**config.mk**
```make
export PLATFORM = sky130hd
export DESIGN_NAME = bus_slave_link_controller
export DESIGN_NICKNAME = d
export VERILOG_FILES = /design/src/rtl/core/bslc_pkg.sv /design/src/rtl/core/bus_slave_link_controller.sv /design/src/rtl/core/bslc_front.sv /design/src/rtl/core/bslc_queue.sv /design/src/rtl/core/bslc_back.sv
export VERILOG_INCLUDE_DIRS = /design/src /design/src/rtl/core
export SDC_FILE = /design/constraint.sdc
export NUM_CORES = 2
export LEC_CHECK = 0
export BUFFER_PORTS_ARGS = -buffer_cell sky130_fd_sc_hd__buf_4
export CELL_PAD_IN_SITES_DETAIL_PLACEMENT = 1
export CELL_PAD_IN_SITES_GLOBAL_PLACEMENT = 1
export CORE_MARGIN = 2
export CORE_UTILIZATION = 50
export DETAILED_ROUTE_END_ITERATION = 8
export GPL_ROUTABILITY_DRIVEN = 0
export PLACE_DENSITY = 0.79
export SYNTH_ARGS = -nofsm -noshare
export SYNTH_HDL_FRONTEND = slang
export SYNTH_SLANG_ARGS = --single-unit
```
**constraint.sdc**
```tcl
create_clock -name clk -period 12.1 [get_ports clk]
set_clock_uncertainty 0.05 [all_clocks]
set_input_delay 0.605 -clock clk [delete_from_list [all_inputs] [get_ports clk]]
set_output_delay 0.605 -clock clk [all_outputs]
set_load 0.03 [all_outputs]
```
**src/rtl/core/assert_macros.svh**
```systemverilog
// assertion macros shared by the link controller rtl
`ifndef ASSERT_MACROS_SVH
`define ASSERT_MACROS_SVH

// checked on every rising edge outside reset
`define BSLC_ASSERT(label, prop, msg) \
  label: assert property (@(posedge clk) disable iff (rst) prop) else $error(msg);

// checked on every rising edge, reset included
`define BSLC_ASSERT_ALWAYS(label, prop, msg) \
  label: assert property (@(posedge clk) prop) else $error(msg);

`endif

```
**src/rtl/core/bslc_pkg.sv**
```systemverilog
// types, codes and sizes shared by the link controller modules
`default_nettype none

package bslc_pkg;

  // per-destination counter table, power of two so the slot is a mask
  localparam int ADDRESS_COUNT = 256;
  localparam int SLOT_BITS = $clog2(ADDRESS_COUNT);

  // largest chunk of a send, and largest delivered frame
  localparam logic [3:0] CHUNK_BYTES = 4'd10;

  // front to back op queue
  localparam int QUEUE_DEPTH = 4;
  localparam int QPTR_BITS = $clog2(QUEUE_DEPTH);

  // request commands
  localparam logic [1:0] CMD_SEND  = 2'd0;
  localparam logic [1:0] CMD_RECV  = 2'd1;
  localparam logic [1:0] CMD_FRAME = 2'd2;

  // arrived frame types
  localparam logic [1:0] FT_TOKEN = 2'd0;
  localparam logic [1:0] FT_DATA  = 2'd1;
  localparam logic [1:0] FT_ACK   = 2'd2;

  // response kinds
  localparam logic [1:0] KIND_DATA    = 2'd0;
  localparam logic [1:0] KIND_ACK     = 2'd1;
  localparam logic [1:0] KIND_FINISH  = 2'd2;
  localparam logic [1:0] KIND_DELIVER = 2'd3;

  // configuration register indexes
  localparam logic CFG_STATION   = 1'b0;
  localparam logic CFG_BROADCAST = 1'b1;

  typedef enum logic [1:0] {
    MODE_IDLE,
    MODE_TOKEN,
    MODE_ACK,
    MODE_RECV
  } mode_t;

  // work handed from front to back
  typedef enum logic [2:0] {
    OP_FINISH,
    OP_DATA_UNI,
    OP_DATA_BC,
    OP_UNDO,
    OP_RECV
  } op_t;

  typedef struct packed {
    op_t         op;
    logic [7:0]  addr;    // send target, or source of a received frame
    logic [7:0]  num;     // received frame number
    logic [15:0] count;   // chunk, bytes sent, or bytes delivered
    logic [15:0] offset;  // chunk offset
    logic        flag;    // broadcast chunk ends the send, or frame is for us
  } op_entry_t;

  typedef struct packed {
    logic full;
    logic empty;
  } q_status_t;

  typedef struct packed {
    logic [1:0]  cmd;
    logic [7:0]  target_address;
    logic [15:0] send_length;
    logic [1:0]  frame_type;
    logic [7:0]  frame_source;
    logic [7:0]  frame_destination;
    logic [7:0]  frame_number;
    logic [3:0]  frame_length;
  } req_t;

  typedef struct packed {
    logic [1:0]  kind;
    logic [7:0]  dest_address;
    logic [7:0]  src_address;
    logic [7:0]  seq_number;
    logic [15:0] byte_count;
    logic [15:0] data_offset;
    logic [7:0]  sender_address;
    logic        was_broadcast;
    logic        last;
  } rsp_t;

endpackage

`default_nettype wire

```
**src/rtl/core/bus_slave_link_controller.sv**
```systemverilog
// Top level: link controller for a token bus slave, one request beat per cycle
// while the op queue is not full. The first response beat passes the op queue,
// the execute stage and the response register. A two-beat op holds the back end's
// execute stage for both beats, and a 4-entry op queue absorbs that.
// Reset (synchronous): idle mode, empty queue and response register, station 1,
// broadcast 255; all sequence counters read as zero, no clearing pass.
`default_nettype none

`include "assert_macros.svh"

module bus_slave_link_controller (
  input  wire logic           clk,
  input  wire logic           rst,
  input  wire logic           req_valid,
  output logic                req_ready,
  input  wire bslc_pkg::req_t req,
  output logic                rsp_valid,
  input  wire logic           rsp_ready,
  output bslc_pkg::rsp_t      rsp,
  input  wire logic           cfg_valid,
  output logic                cfg_ready,
  input  wire logic           cfg_index,
  input  wire logic [7:0]     cfg_data
);

  logic [7:0] station_address;
  logic [7:0] broadcast_address;

  logic                q_push;
  bslc_pkg::op_entry_t q_push_data;
  logic                q_pop;
  bslc_pkg::op_entry_t q_head;
  bslc_pkg::q_status_t q_status;
  logic                accept;

  assign cfg_ready = 1'b1;
  assign req_ready = !q_status.full;
  assign accept    = req_valid && req_ready;

  // configuration registers
  always_ff @(posedge clk) begin
    if (rst) begin
      station_address   <= 8'd1;
      broadcast_address <= 8'd255;
    end else if (cfg_valid && cfg_ready) begin
      case (cfg_index)
        bslc_pkg::CFG_STATION:   station_address   <= cfg_data;
        bslc_pkg::CFG_BROADCAST: broadcast_address <= cfg_data;
        default:                 station_address   <= station_address;
      endcase
    end
  end

  bslc_front u_front (
    .clk               (clk),
    .rst               (rst),
    .accept            (accept),
    .req               (req),
    .station_address   (station_address),
    .broadcast_address (broadcast_address),
    .push              (q_push),
    .push_data         (q_push_data)
  );

  bslc_queue u_queue (
    .clk       (clk),
    .rst       (rst),
    .push      (q_push),
    .push_data (q_push_data),
    .pop       (q_pop),
    .head      (q_head),
    .status    (q_status)
  );

  bslc_back u_back (
    .clk             (clk),
    .rst             (rst),
    .head_valid      (!q_status.empty),
    .head            (q_head),
    .pop             (q_pop),
    .station_address (station_address),
    .rsp_valid       (rsp_valid),
    .rsp_ready       (rsp_ready),
    .rsp             (rsp)
  );

  // checks
  `BSLC_ASSERT_ALWAYS(a_rsp_idle_after_reset, $past(rst) |-> !rsp_valid, "response valid after reset")
  `BSLC_ASSERT(a_queue_holds_push, q_push && !q_pop |=> !q_status.empty, "pushed op lost from queue")
  `BSLC_ASSERT(a_second_beat_follows, rsp_valid && rsp_ready && !rsp.last |=> rsp_valid, "second response beat missing")

endmodule

`default_nettype wire

```
**src/rtl/core/bslc_front.sv**
```systemverilog
// front end: mode state machine that classifies request beats into ops
`default_nettype none

module bslc_front (
  input  wire logic               clk,
  input  wire logic               rst,
  input  wire logic               accept,
  input  wire bslc_pkg::req_t     req,
  input  wire logic [7:0]         station_address,
  input  wire logic [7:0]         broadcast_address,
  output logic                    push,
  output bslc_pkg::op_entry_t     push_data
);

  bslc_pkg::mode_t mode, mode_next;
  logic [7:0]  send_target, send_target_next;
  logic [15:0] send_total, send_total_next;
  logic [15:0] bytes_sent, bytes_sent_next;
  logic [3:0]  chunk_length, chunk_length_next;

  logic [15:0] remaining;
  logic [3:0]  chunk;
  logic [15:0] sent_plus_chunk;
  logic [15:0] sent_plus_acked;
  logic [3:0]  frame_len_sat;
  logic        is_frame;
  logic        mine;
  logic        bcast;

  // state registers
  always_ff @(posedge clk) begin
    if (rst) begin
      mode         <= bslc_pkg::MODE_IDLE;
      send_target  <= '0;
      send_total   <= '0;
      bytes_sent   <= '0;
      chunk_length <= '0;
    end else begin
      mode         <= mode_next;
      send_target  <= send_target_next;
      send_total   <= send_total_next;
      bytes_sent   <= bytes_sent_next;
      chunk_length <= chunk_length_next;
    end
  end

  // chunk sizing and address matches
  always_comb begin
    remaining = send_total - bytes_sent;
    if (remaining > {12'd0, bslc_pkg::CHUNK_BYTES}) begin
      chunk = bslc_pkg::CHUNK_BYTES;
    end else begin
      chunk = remaining[3:0];
    end
    sent_plus_chunk = bytes_sent + {12'd0, chunk};
    sent_plus_acked = bytes_sent + {12'd0, chunk_length};
    if (req.frame_length > bslc_pkg::CHUNK_BYTES) begin
      frame_len_sat = bslc_pkg::CHUNK_BYTES;
    end else begin
      frame_len_sat = req.frame_length;
    end
    is_frame = (req.cmd == bslc_pkg::CMD_FRAME);
    mine     = (req.frame_destination == station_address);
    bcast    = (req.frame_destination == broadcast_address);
  end

  // next state and op generation
  always_comb begin
    mode_next         = mode;
    send_target_next  = send_target;
    send_total_next   = send_total;
    bytes_sent_next   = bytes_sent;
    chunk_length_next = chunk_length;
    push              = 1'b0;
    push_data         = '0;
    push_data.op      = bslc_pkg::OP_FINISH;

    if (accept) begin
      if (req.cmd == bslc_pkg::CMD_SEND) begin
        send_target_next  = req.target_address;
        send_total_next   = req.send_length;
        bytes_sent_next   = '0;
        chunk_length_next = '0;
        if (req.send_length == 16'd0) begin
          // empty send finishes at once
          mode_next = bslc_pkg::MODE_IDLE;
          push      = 1'b1;
        end else begin
          mode_next = bslc_pkg::MODE_TOKEN;
        end
      end else if (req.cmd == bslc_pkg::CMD_RECV) begin
        mode_next = bslc_pkg::MODE_RECV;
      end else begin
        case (mode)
          bslc_pkg::MODE_TOKEN: begin
            if (is_frame && req.frame_type == bslc_pkg::FT_TOKEN && mine) begin
              push             = 1'b1;
              push_data.addr   = send_target;
              push_data.count  = {12'd0, chunk};
              push_data.offset = bytes_sent;
              if (send_target != broadcast_address) begin
                push_data.op      = bslc_pkg::OP_DATA_UNI;
                chunk_length_next = chunk;
                mode_next         = bslc_pkg::MODE_ACK;
              end else begin
                push_data.op    = bslc_pkg::OP_DATA_BC;
                push_data.flag  = (sent_plus_chunk == send_total);
                bytes_sent_next = sent_plus_chunk;
                if (sent_plus_chunk == send_total) begin
                  mode_next = bslc_pkg::MODE_IDLE;
                end
              end
            end
          end
          bslc_pkg::MODE_ACK: begin
            if (is_frame && req.frame_type == bslc_pkg::FT_ACK) begin
              bytes_sent_next = sent_plus_acked;
              if (sent_plus_acked == send_total) begin
                mode_next       = bslc_pkg::MODE_IDLE;
                push            = 1'b1;
                push_data.count = sent_plus_acked;
              end else begin
                mode_next = bslc_pkg::MODE_TOKEN;
              end
            end else begin
              // missing ack: undo the counter bump and end early
              mode_next       = bslc_pkg::MODE_IDLE;
              push            = 1'b1;
              push_data.op    = bslc_pkg::OP_UNDO;
              push_data.addr  = send_target;
              push_data.count = bytes_sent;
            end
          end
          bslc_pkg::MODE_RECV: begin
            if (is_frame && req.frame_type == bslc_pkg::FT_DATA && (mine || bcast)) begin
              mode_next       = bslc_pkg::MODE_IDLE;
              push            = 1'b1;
              push_data.op    = bslc_pkg::OP_RECV;
              push_data.addr  = req.frame_source;
              push_data.num   = req.frame_number;
              push_data.count = {12'd0, frame_len_sat};
              push_data.flag  = mine;
            end
          end
          default: begin
            mode_next = mode;
          end
        endcase
      end
    end
  end

endmodule

`default_nettype wire

```
**src/rtl/core/bslc_queue.sv**
```systemverilog
// short fifo of ops between the front end and the back end
`default_nettype none

module bslc_queue (
  input  wire logic                clk,
  input  wire logic                rst,
  input  wire logic                push,
  input  wire bslc_pkg::op_entry_t push_data,
  input  wire logic                pop,
  output bslc_pkg::op_entry_t      head,
  output bslc_pkg::q_status_t      status
);

  bslc_pkg::op_entry_t entries [bslc_pkg::QUEUE_DEPTH];
  logic [bslc_pkg::QPTR_BITS-1:0] wr_ptr;
  logic [bslc_pkg::QPTR_BITS-1:0] rd_ptr;
  logic [bslc_pkg::QPTR_BITS:0]   count;

  // storage, written at the tail
  always_ff @(posedge clk) begin
    if (push) begin
      entries[wr_ptr] <= push_data;
    end
  end

  // pointers and fill level
  always_ff @(posedge clk) begin
    if (rst) begin
      wr_ptr <= '0;
      rd_ptr <= '0;
      count  <= '0;
    end else begin
      if (push) begin
        wr_ptr <= wr_ptr + 1'b1;
      end
      if (pop) begin
        rd_ptr <= rd_ptr + 1'b1;
      end
      if (push && !pop) begin
        count <= count + 1'b1;
      end else if (pop && !push) begin
        count <= count - 1'b1;
      end
    end
  end

  assign head         = entries[rd_ptr];
  assign status.full  = (count == (bslc_pkg::QPTR_BITS + 1)'(bslc_pkg::QUEUE_DEPTH));
  assign status.empty = (count == '0);

endmodule

`default_nettype wire

```
**src/rtl/core/bslc_back.sv**
```systemverilog
// back end: sequence counter table, op execution and response register
`default_nettype none

module bslc_back (
  input  wire logic                clk,
  input  wire logic                rst,
  input  wire logic                head_valid,
  input  wire bslc_pkg::op_entry_t head,
  output logic                     pop,
  input  wire logic [7:0]          station_address,
  output logic                     rsp_valid,
  input  wire logic                rsp_ready,
  output bslc_pkg::rsp_t           rsp
);

  // counter table, entries read as zero until first written
  logic [7:0] seq_mem [bslc_pkg::ADDRESS_COUNT];
  logic [bslc_pkg::ADDRESS_COUNT-1:0] seq_written;

  // execute stage
  logic                b_valid;
  bslc_pkg::op_entry_t b_op;
  logic [7:0]          b_seq;
  logic                b_phase;

  logic                b_fire;
  logic                b_final;
  logic                two_beat;
  logic                wr_en;
  logic [7:0]          wr_data;
  bslc_pkg::rsp_t      beat;

  logic [bslc_pkg::SLOT_BITS-1:0] head_slot;
  logic [bslc_pkg::SLOT_BITS-1:0] b_slot;

  assign head_slot = head.addr[bslc_pkg::SLOT_BITS-1:0];
  assign b_slot    = b_op.addr[bslc_pkg::SLOT_BITS-1:0];

  assign b_fire  = b_valid && (!rsp_valid || rsp_ready);
  assign b_final = b_phase || !two_beat;
  assign pop     = head_valid && (!b_valid || (b_fire && b_final));

  // response beat for the current op and phase
  always_comb begin
    beat     = '0;
    two_beat = 1'b0;
    wr_en    = 1'b0;
    wr_data  = b_seq;
    case (b_op.op)
      bslc_pkg::OP_FINISH: begin
        beat.kind       = bslc_pkg::KIND_FINISH;
        beat.byte_count = b_op.count;
        beat.last       = 1'b1;
      end
      bslc_pkg::OP_DATA_UNI: begin
        wr_data           = b_seq + 8'd1;
        wr_en             = b_fire;
        beat.kind         = bslc_pkg::KIND_DATA;
        beat.dest_address = b_op.addr;
        beat.src_address  = station_address;
        beat.seq_number   = wr_data;
        beat.byte_count   = b_op.count;
        beat.data_offset  = b_op.offset;
        beat.last         = 1'b1;
      end
      bslc_pkg::OP_DATA_BC: begin
        two_beat = b_op.flag;
        if (b_phase) begin
          beat.kind       = bslc_pkg::KIND_FINISH;
          beat.byte_count = b_op.offset + b_op.count;
          beat.last       = 1'b1;
        end else begin
          beat.kind         = bslc_pkg::KIND_DATA;
          beat.dest_address = b_op.addr;
          beat.src_address  = station_address;
          beat.byte_count   = b_op.count;
          beat.data_offset  = b_op.offset;
          beat.last         = !b_op.flag;
        end
      end
      bslc_pkg::OP_UNDO: begin
        wr_data         = b_seq - 8'd1;
        wr_en           = b_fire;
        beat.kind       = bslc_pkg::KIND_FINISH;
        beat.byte_count = b_op.count;
        beat.last       = 1'b1;
      end
      bslc_pkg::OP_RECV: begin
        two_beat = b_op.flag;
        if (b_op.flag && !b_phase) begin
          beat.kind       = bslc_pkg::KIND_ACK;
          beat.seq_number = b_op.num;
        end else begin
          beat.kind           = bslc_pkg::KIND_DELIVER;
          beat.byte_count     = b_op.count;
          beat.sender_address = b_op.addr;
          beat.was_broadcast  = !b_op.flag;
          beat.last           = 1'b1;
        end
      end
      default: begin
        beat.last = 1'b1;
      end
    endcase
  end

  // counter table write
  always_ff @(posedge clk) begin
    if (wr_en) begin
      seq_mem[b_slot] <= wr_data;
    end
  end

  always_ff @(posedge clk) begin
    if (rst) begin
      seq_written <= '0;
    end else if (wr_en) begin
      seq_written[b_slot] <= 1'b1;
    end
  end

  // counter read on pop, bypassing a write to the same slot in that cycle
  always_ff @(posedge clk) begin
    if (pop) begin
      b_op <= head;
      if (wr_en && (b_slot == head_slot)) begin
        b_seq <= wr_data;
      end else if (seq_written[head_slot]) begin
        b_seq <= seq_mem[head_slot];
      end else begin
        b_seq <= '0;
      end
    end
  end

  // execute stage control
  always_ff @(posedge clk) begin
    if (rst) begin
      b_valid <= 1'b0;
      b_phase <= 1'b0;
    end else if (pop) begin
      b_valid <= 1'b1;
      b_phase <= 1'b0;
    end else if (b_fire) begin
      if (b_final) begin
        b_valid <= 1'b0;
        b_phase <= 1'b0;
      end else begin
        b_phase <= 1'b1;
      end
    end
  end

  // response register
  always_ff @(posedge clk) begin
    if (rst) begin
      rsp_valid <= 1'b0;
    end else if (b_fire) begin
      rsp_valid <= 1'b1;
    end else if (rsp_ready) begin
      rsp_valid <= 1'b0;
    end
  end

  always_ff @(posedge clk) begin
    if (b_fire) begin
      rsp <= beat;
    end
  end

endmodule

`default_nettype wire

```
==> parameters.txt <==
Parameter                              Value

Yosys
  Post-synthesis cell type with the largest combined area    sky130_fd_sc_hd__edfxtp_1
  Synth Area in Compound Gates    0.0243
  Share of async-settable or async-resettable flops after synthesis    0
  Area share of the leading cell type in the synthesized netlist    0.663
  Share of cell area taken by muxes after synthesis    0.169
  Simple-gate share of the synthesized area    0.0525
  Net count after synthesis    5,944
  Netlist area before placement    108,000 um2
  Total of warnings raised by yosys    0
  Share of synthesized cell area in full adder, half adder and majority cells    0.00660
  Sequential element share of the synthesized area    0.724
  EDFF count, synth    2,384
  Mean post-synth cell area    18.6 um2
  Xor-xnor portion of the synthesized cell area    0.00957
  Cells taking the most area after synthesis    sky130_fd_sc_hd__edfxtp_1 66%, sky130_fd_sc_hd__mux4_2 16%, sky130_fd_sc_hd__dfxtp_1 6.1%
  Register bit total from synthesis    2,714
  Synthesized instance count    5,820
  Dominant combinational cell family by area after synthesis    multiplexers
  Top FF cell, synth    sky130_fd_sc_hd__edfxtp_1
  Distinct cell type count after synthesis    76

Route
  Number of DRC violations after detailed-routing iteration 0    6,887
  Total via count after detailed routing    58,200
  DR DRC count    0
  Final wirelength    295 mm
  ANT nets after route    0
  Vias per cell    6.40
  Mean routed wirelength per cell    32.5 um
  Detailed-routing iteration count for the pre-antenna-repair pass    5

Critical path
  Largest fanout on the critical path    8
  Start-to-end type of the worst setup path    flop to flop
  Capturing element type of the critical path    flop
  Required time at the endpoint of the critical path    12,770 ps
  Type of element launching the critical path    flop
  Worst endpoint data arrival time    8160 ps

CTS
  Clock transition at the register clock pins on the worst setup and hold paths after CTS    70 ps
  Clock Sinks    2,714
  Later-pin clock latency in the skew report    930 ps
  Root Buffer    sky130_fd_sc_hd__clkbuf_16
  TritonCTS clock tree    done
  Clk buf depth    4
  Count of H-tree levels built during CTS    5
  Number of buffers created by CTS    288

Power and ir drop
  Overall power of the completed layout    28.4 mW
  Power per standard cell area    233 nW/um2
  VDD IR max    0.404 mV
  Leak pwr    38.7 nW

Finish
  Synth-to-layout area growth    12.8%
  Nets    6,161
  Fraction of layout cells with a size suffix above 1    0.239
  Fin cells    9,093
  Final std cell area, no fill    122,000 um2

STA
  Fraction of the cycle the final worst path needs    0.619
  Final-layout setup total negative slack    0 ps
  Clock period minus final worst setup slack    7480 ps
  Achievable frequency    134 MHz
  Worst path setup slack after routing    4620 ps
  Worst-margin pin slew    1400 ps
  Number of pins with negative max-slew slack in the final report    0
  Hold violation total from the final report    0
  Max transition margin    0.0619
  Unrepaired setup endpoints after global routing    no
  Final count of negative-setup-slack endpoints    0

Global route
  Vias in the first global route    61,200
  Global-route wire length before repair    430 mm
  All-Layer GR Usage    0.270
  Pin count of the biggest net entering global routing    258
  Number of antenna violations at the first check in global routing    4
  Congestion Overflow GR    0

Place
  Placement-stage worst setup slack    4920 ps
  Number of port buffers    139
  DP HPWL    178 mm
  Inst Count DP    8,550
  Placed inst area    112,000 um2

Floorplanning
  Core Rows    170
  Width of the chip    469 um
  Die area    220,000 um2
  Effective utilization at floorplan    0.503
  Die Ht    469 um
  # IOs    141
  Core area    215,000 um2

Run
  Max-cap check violation count    0

Outcome
  Run status    complete, no violations

Hold path
  Type of the tightest min-delay check    primary input to flop
-- area by class of cell --
class	count	area, um2
antenna	4	10.0
multi-input combinational	2734	28400
tap	2838	3550
clock buffer	384	7930
clock inverter	120	1460
inverter	41	156
fill	18600	92800
sequential	2714	78200
timing repair buffer	258	2160
-- Yosys cell counts, drive strengths merged, types with 57 or more instances --
| cell type | n |
|---|---|
| nand2 | 186 |
| buf | 117 |
| xor2 | 61 |
| a21oi | 108 |
| and2 | 60 |
| mux4 | 772 |
| nor2 | 844 |
| clkbuf | 214 |
| dfxtp | 330 |
| xnor2 | 57 |
| edfxtp | 2384 |
| a211oi | 57 |
| o21ai | 61 |
-- per-layer routing --
layer / share of wire / vias to the layer above / global-route usage
met5: 0.00012 / - / 0
met1: 0.38 / 31200 / 0.358
met3: 0.074 / 625 / 0.0436
li1: - / 23600 / -
met4: 0.042 / 4 / 0.104
met2: 0.50 / 2778 / 0.450
-- kinds of logic (layout without fill, tap and decap cells) --
kind of cell | Yosys count | after routing
simple gates | 1322 | 1322
buf+inv | 372 | 803
flops | 2714 | 2714
fa+ha+maj | 54 | 54
compound gates | 388 | 388
mux | 851 | 851
xor+xnor | 118 | 118
other cells | 1 | 5
-- sequential cells by signal, indices dropped and copies added (netlist names), 16 cells and up, named ones only --
register / cells
u_back.rsp: 68
u_back.b_op: 44
u_back.seq_mem: 2048
u_front.send_total: 16
u_queue.entries: 208
u_back.seq_written: 256
u_front.bytes_sent: 16
-- stage by stage --
stage | hold slack, ps | utilization
6_report | 49.3 | 0.568
5_1_grt | 54.9 | 0.568
4_1_cts | 3.96 | 0.568
3_5_place_dp | 409 | 0.522
3_3_place_gp | 394 | 0.522
2_1_floorplan | 385 | -
-- worst max-delay path, stage by stage, from the launching register on --
cell	delay, ps
sky130_fd_sc_hd__dfxtp_1	590
sky130_fd_sc_hd__inv_1	190
sky130_fd_sc_hd__ha_1	440
sky130_fd_sc_hd__a21oi_1	240
sky130_fd_sc_hd__nor2_1	70
sky130_fd_sc_hd__a2111oi_0	510
sky130_fd_sc_hd__o211ai_1	180
sky130_fd_sc_hd__nor4_1	450
sky130_fd_sc_hd__o211ai_1	170
sky130_fd_sc_hd__nor2_1	140
sky130_fd_sc_hd__nand3b_1	90
sky130_fd_sc_hd__nor3_1	310
sky130_fd_sc_hd__nand4bb_1	240
sky130_fd_sc_hd__nor2_1	180
sky130_fd_sc_hd__nand2_1	100
sky130_fd_sc_hd__fa_1	470
sky130_fd_sc_hd__nor2b_1	180
sky130_fd_sc_hd__a221o_1	270
sky130_fd_sc_hd__nand3_1	180
sky130_fd_sc_hd__nor3_1	270
sky130_fd_sc_hd__a21oi_1	70
sky130_fd_sc_hd__a21oi_1	220
sky130_fd_sc_hd__nand4_1	120
sky130_fd_sc_hd__or4b_2	650
sky130_fd_sc_hd__nor4b_1	330
sky130_fd_sc_hd__a41oi_1	190
sky130_fd_sc_hd__nor4bb_1	310
sky130_fd_sc_hd__a211oi_1	80
-- power breakdown --
group | switching (mW) | leakage, nW | internal [mW] | total, mW
logic | 4.76 | 9.75 | 2.26 | 7.01
registers | 0.338 | 24.4 | 12.1 | 12.5
clock network | 3.64 | 4.59 | 5.29 | 8.94
total | 8.74 | 38.7 | 19.7 | 28.4
-- what timing repair did --
| item | in CTS | in global routing |
|---|---|---|
| hold buffers | 35 | 0 |
| resized for setup | 0 | 0 |
| hold endpoints to repair | 48 | 0 |
| buffers inserted | 0 | 0 |
-- placed cells by master, fill, tap and decap left out, types with 9 or more instances in the layout --
| cell type | Yosys | routed |
|---|---|---|
| sky130_fd_sc_hd__a211o_1 | 13 | 13 |
| sky130_fd_sc_hd__a211oi_1 | 57 | 57 |
| sky130_fd_sc_hd__a21o_1 | 10 | 10 |
| sky130_fd_sc_hd__a21oi_1 | 107 | 106 |
| sky130_fd_sc_hd__a22o_1 | 29 | 29 |
| sky130_fd_sc_hd__a31oi_1 | 12 | 12 |
| sky130_fd_sc_hd__and2_1 | 60 | 56 |
| sky130_fd_sc_hd__and3_1 | 17 | 17 |
| sky130_fd_sc_hd__buf_12 | 0 | 10 |
| sky130_fd_sc_hd__buf_4 | 9 | 212 |
| sky130_fd_sc_hd__bufinv_16 | 0 | 32 |
| sky130_fd_sc_hd__clkbuf_1 | 214 | 65 |
| sky130_fd_sc_hd__clkbuf_16 | 0 | 293 |
| sky130_fd_sc_hd__clkbuf_8 | 0 | 26 |
| sky130_fd_sc_hd__clkinv_1 | 0 | 30 |
| sky130_fd_sc_hd__clkinv_2 | 0 | 36 |
| sky130_fd_sc_hd__dfxtp_1 | 330 | 328 |
| sky130_fd_sc_hd__dlygate4sd3_1 | 0 | 35 |
| sky130_fd_sc_hd__edfxtp_1 | 2384 | 2384 |
| sky130_fd_sc_hd__ha_1 | 49 | 49 |
| sky130_fd_sc_hd__inv_1 | 41 | 40 |
| sky130_fd_sc_hd__mux2_2 | 30 | 30 |
| sky130_fd_sc_hd__mux2i_1 | 47 | 47 |
| sky130_fd_sc_hd__mux4_2 | 772 | 767 |
| sky130_fd_sc_hd__nand2_1 | 186 | 186 |
| sky130_fd_sc_hd__nand2b_1 | 16 | 16 |
| sky130_fd_sc_hd__nand3_1 | 42 | 42 |
| sky130_fd_sc_hd__nand4_1 | 14 | 14 |
| sky130_fd_sc_hd__nor2_1 | 844 | 844 |
| sky130_fd_sc_hd__nor2b_1 | 36 | 36 |
| sky130_fd_sc_hd__nor3_1 | 42 | 42 |
| sky130_fd_sc_hd__nor4_1 | 23 | 23 |
| sky130_fd_sc_hd__o21a_1 | 9 | 9 |
| sky130_fd_sc_hd__o21ai_0 | 48 | 47 |
| sky130_fd_sc_hd__o21ai_1 | 13 | 13 |
| sky130_fd_sc_hd__o21ba_2 | 24 | 24 |
| sky130_fd_sc_hd__o22ai_1 | 9 | 9 |
| sky130_fd_sc_hd__or2_2 | 9 | 9 |
| sky130_fd_sc_hd__xnor2_1 | 57 | 53 |
| sky130_fd_sc_hd__xor2_1 | 61 | 58 |
-- path summary, 6_finish.rpt --
path	slack, ps	startpoint	depth (start not counted)	endpoint
max	4620	u_front.bytes_sent[7]$_SDFFE_PP0P_	27	u_front.mode[0]$_SDFFE_PP0P_
min	50	cfg_index	3	broadcast_address[3]$_SDFFE_PP1P_
max reg2reg	4620	u_front.bytes_sent[7]$_SDFFE_PP0P_	27	u_front.mode[0]$_SDFFE_PP0P_
min reg2reg	420	u_back.seq_written[90]$_SDFFE_PP0P_	2	u_back.seq_written[90]$_SDFFE_PP0P_
No activity file was read; power rests on OpenSTA's default activity.
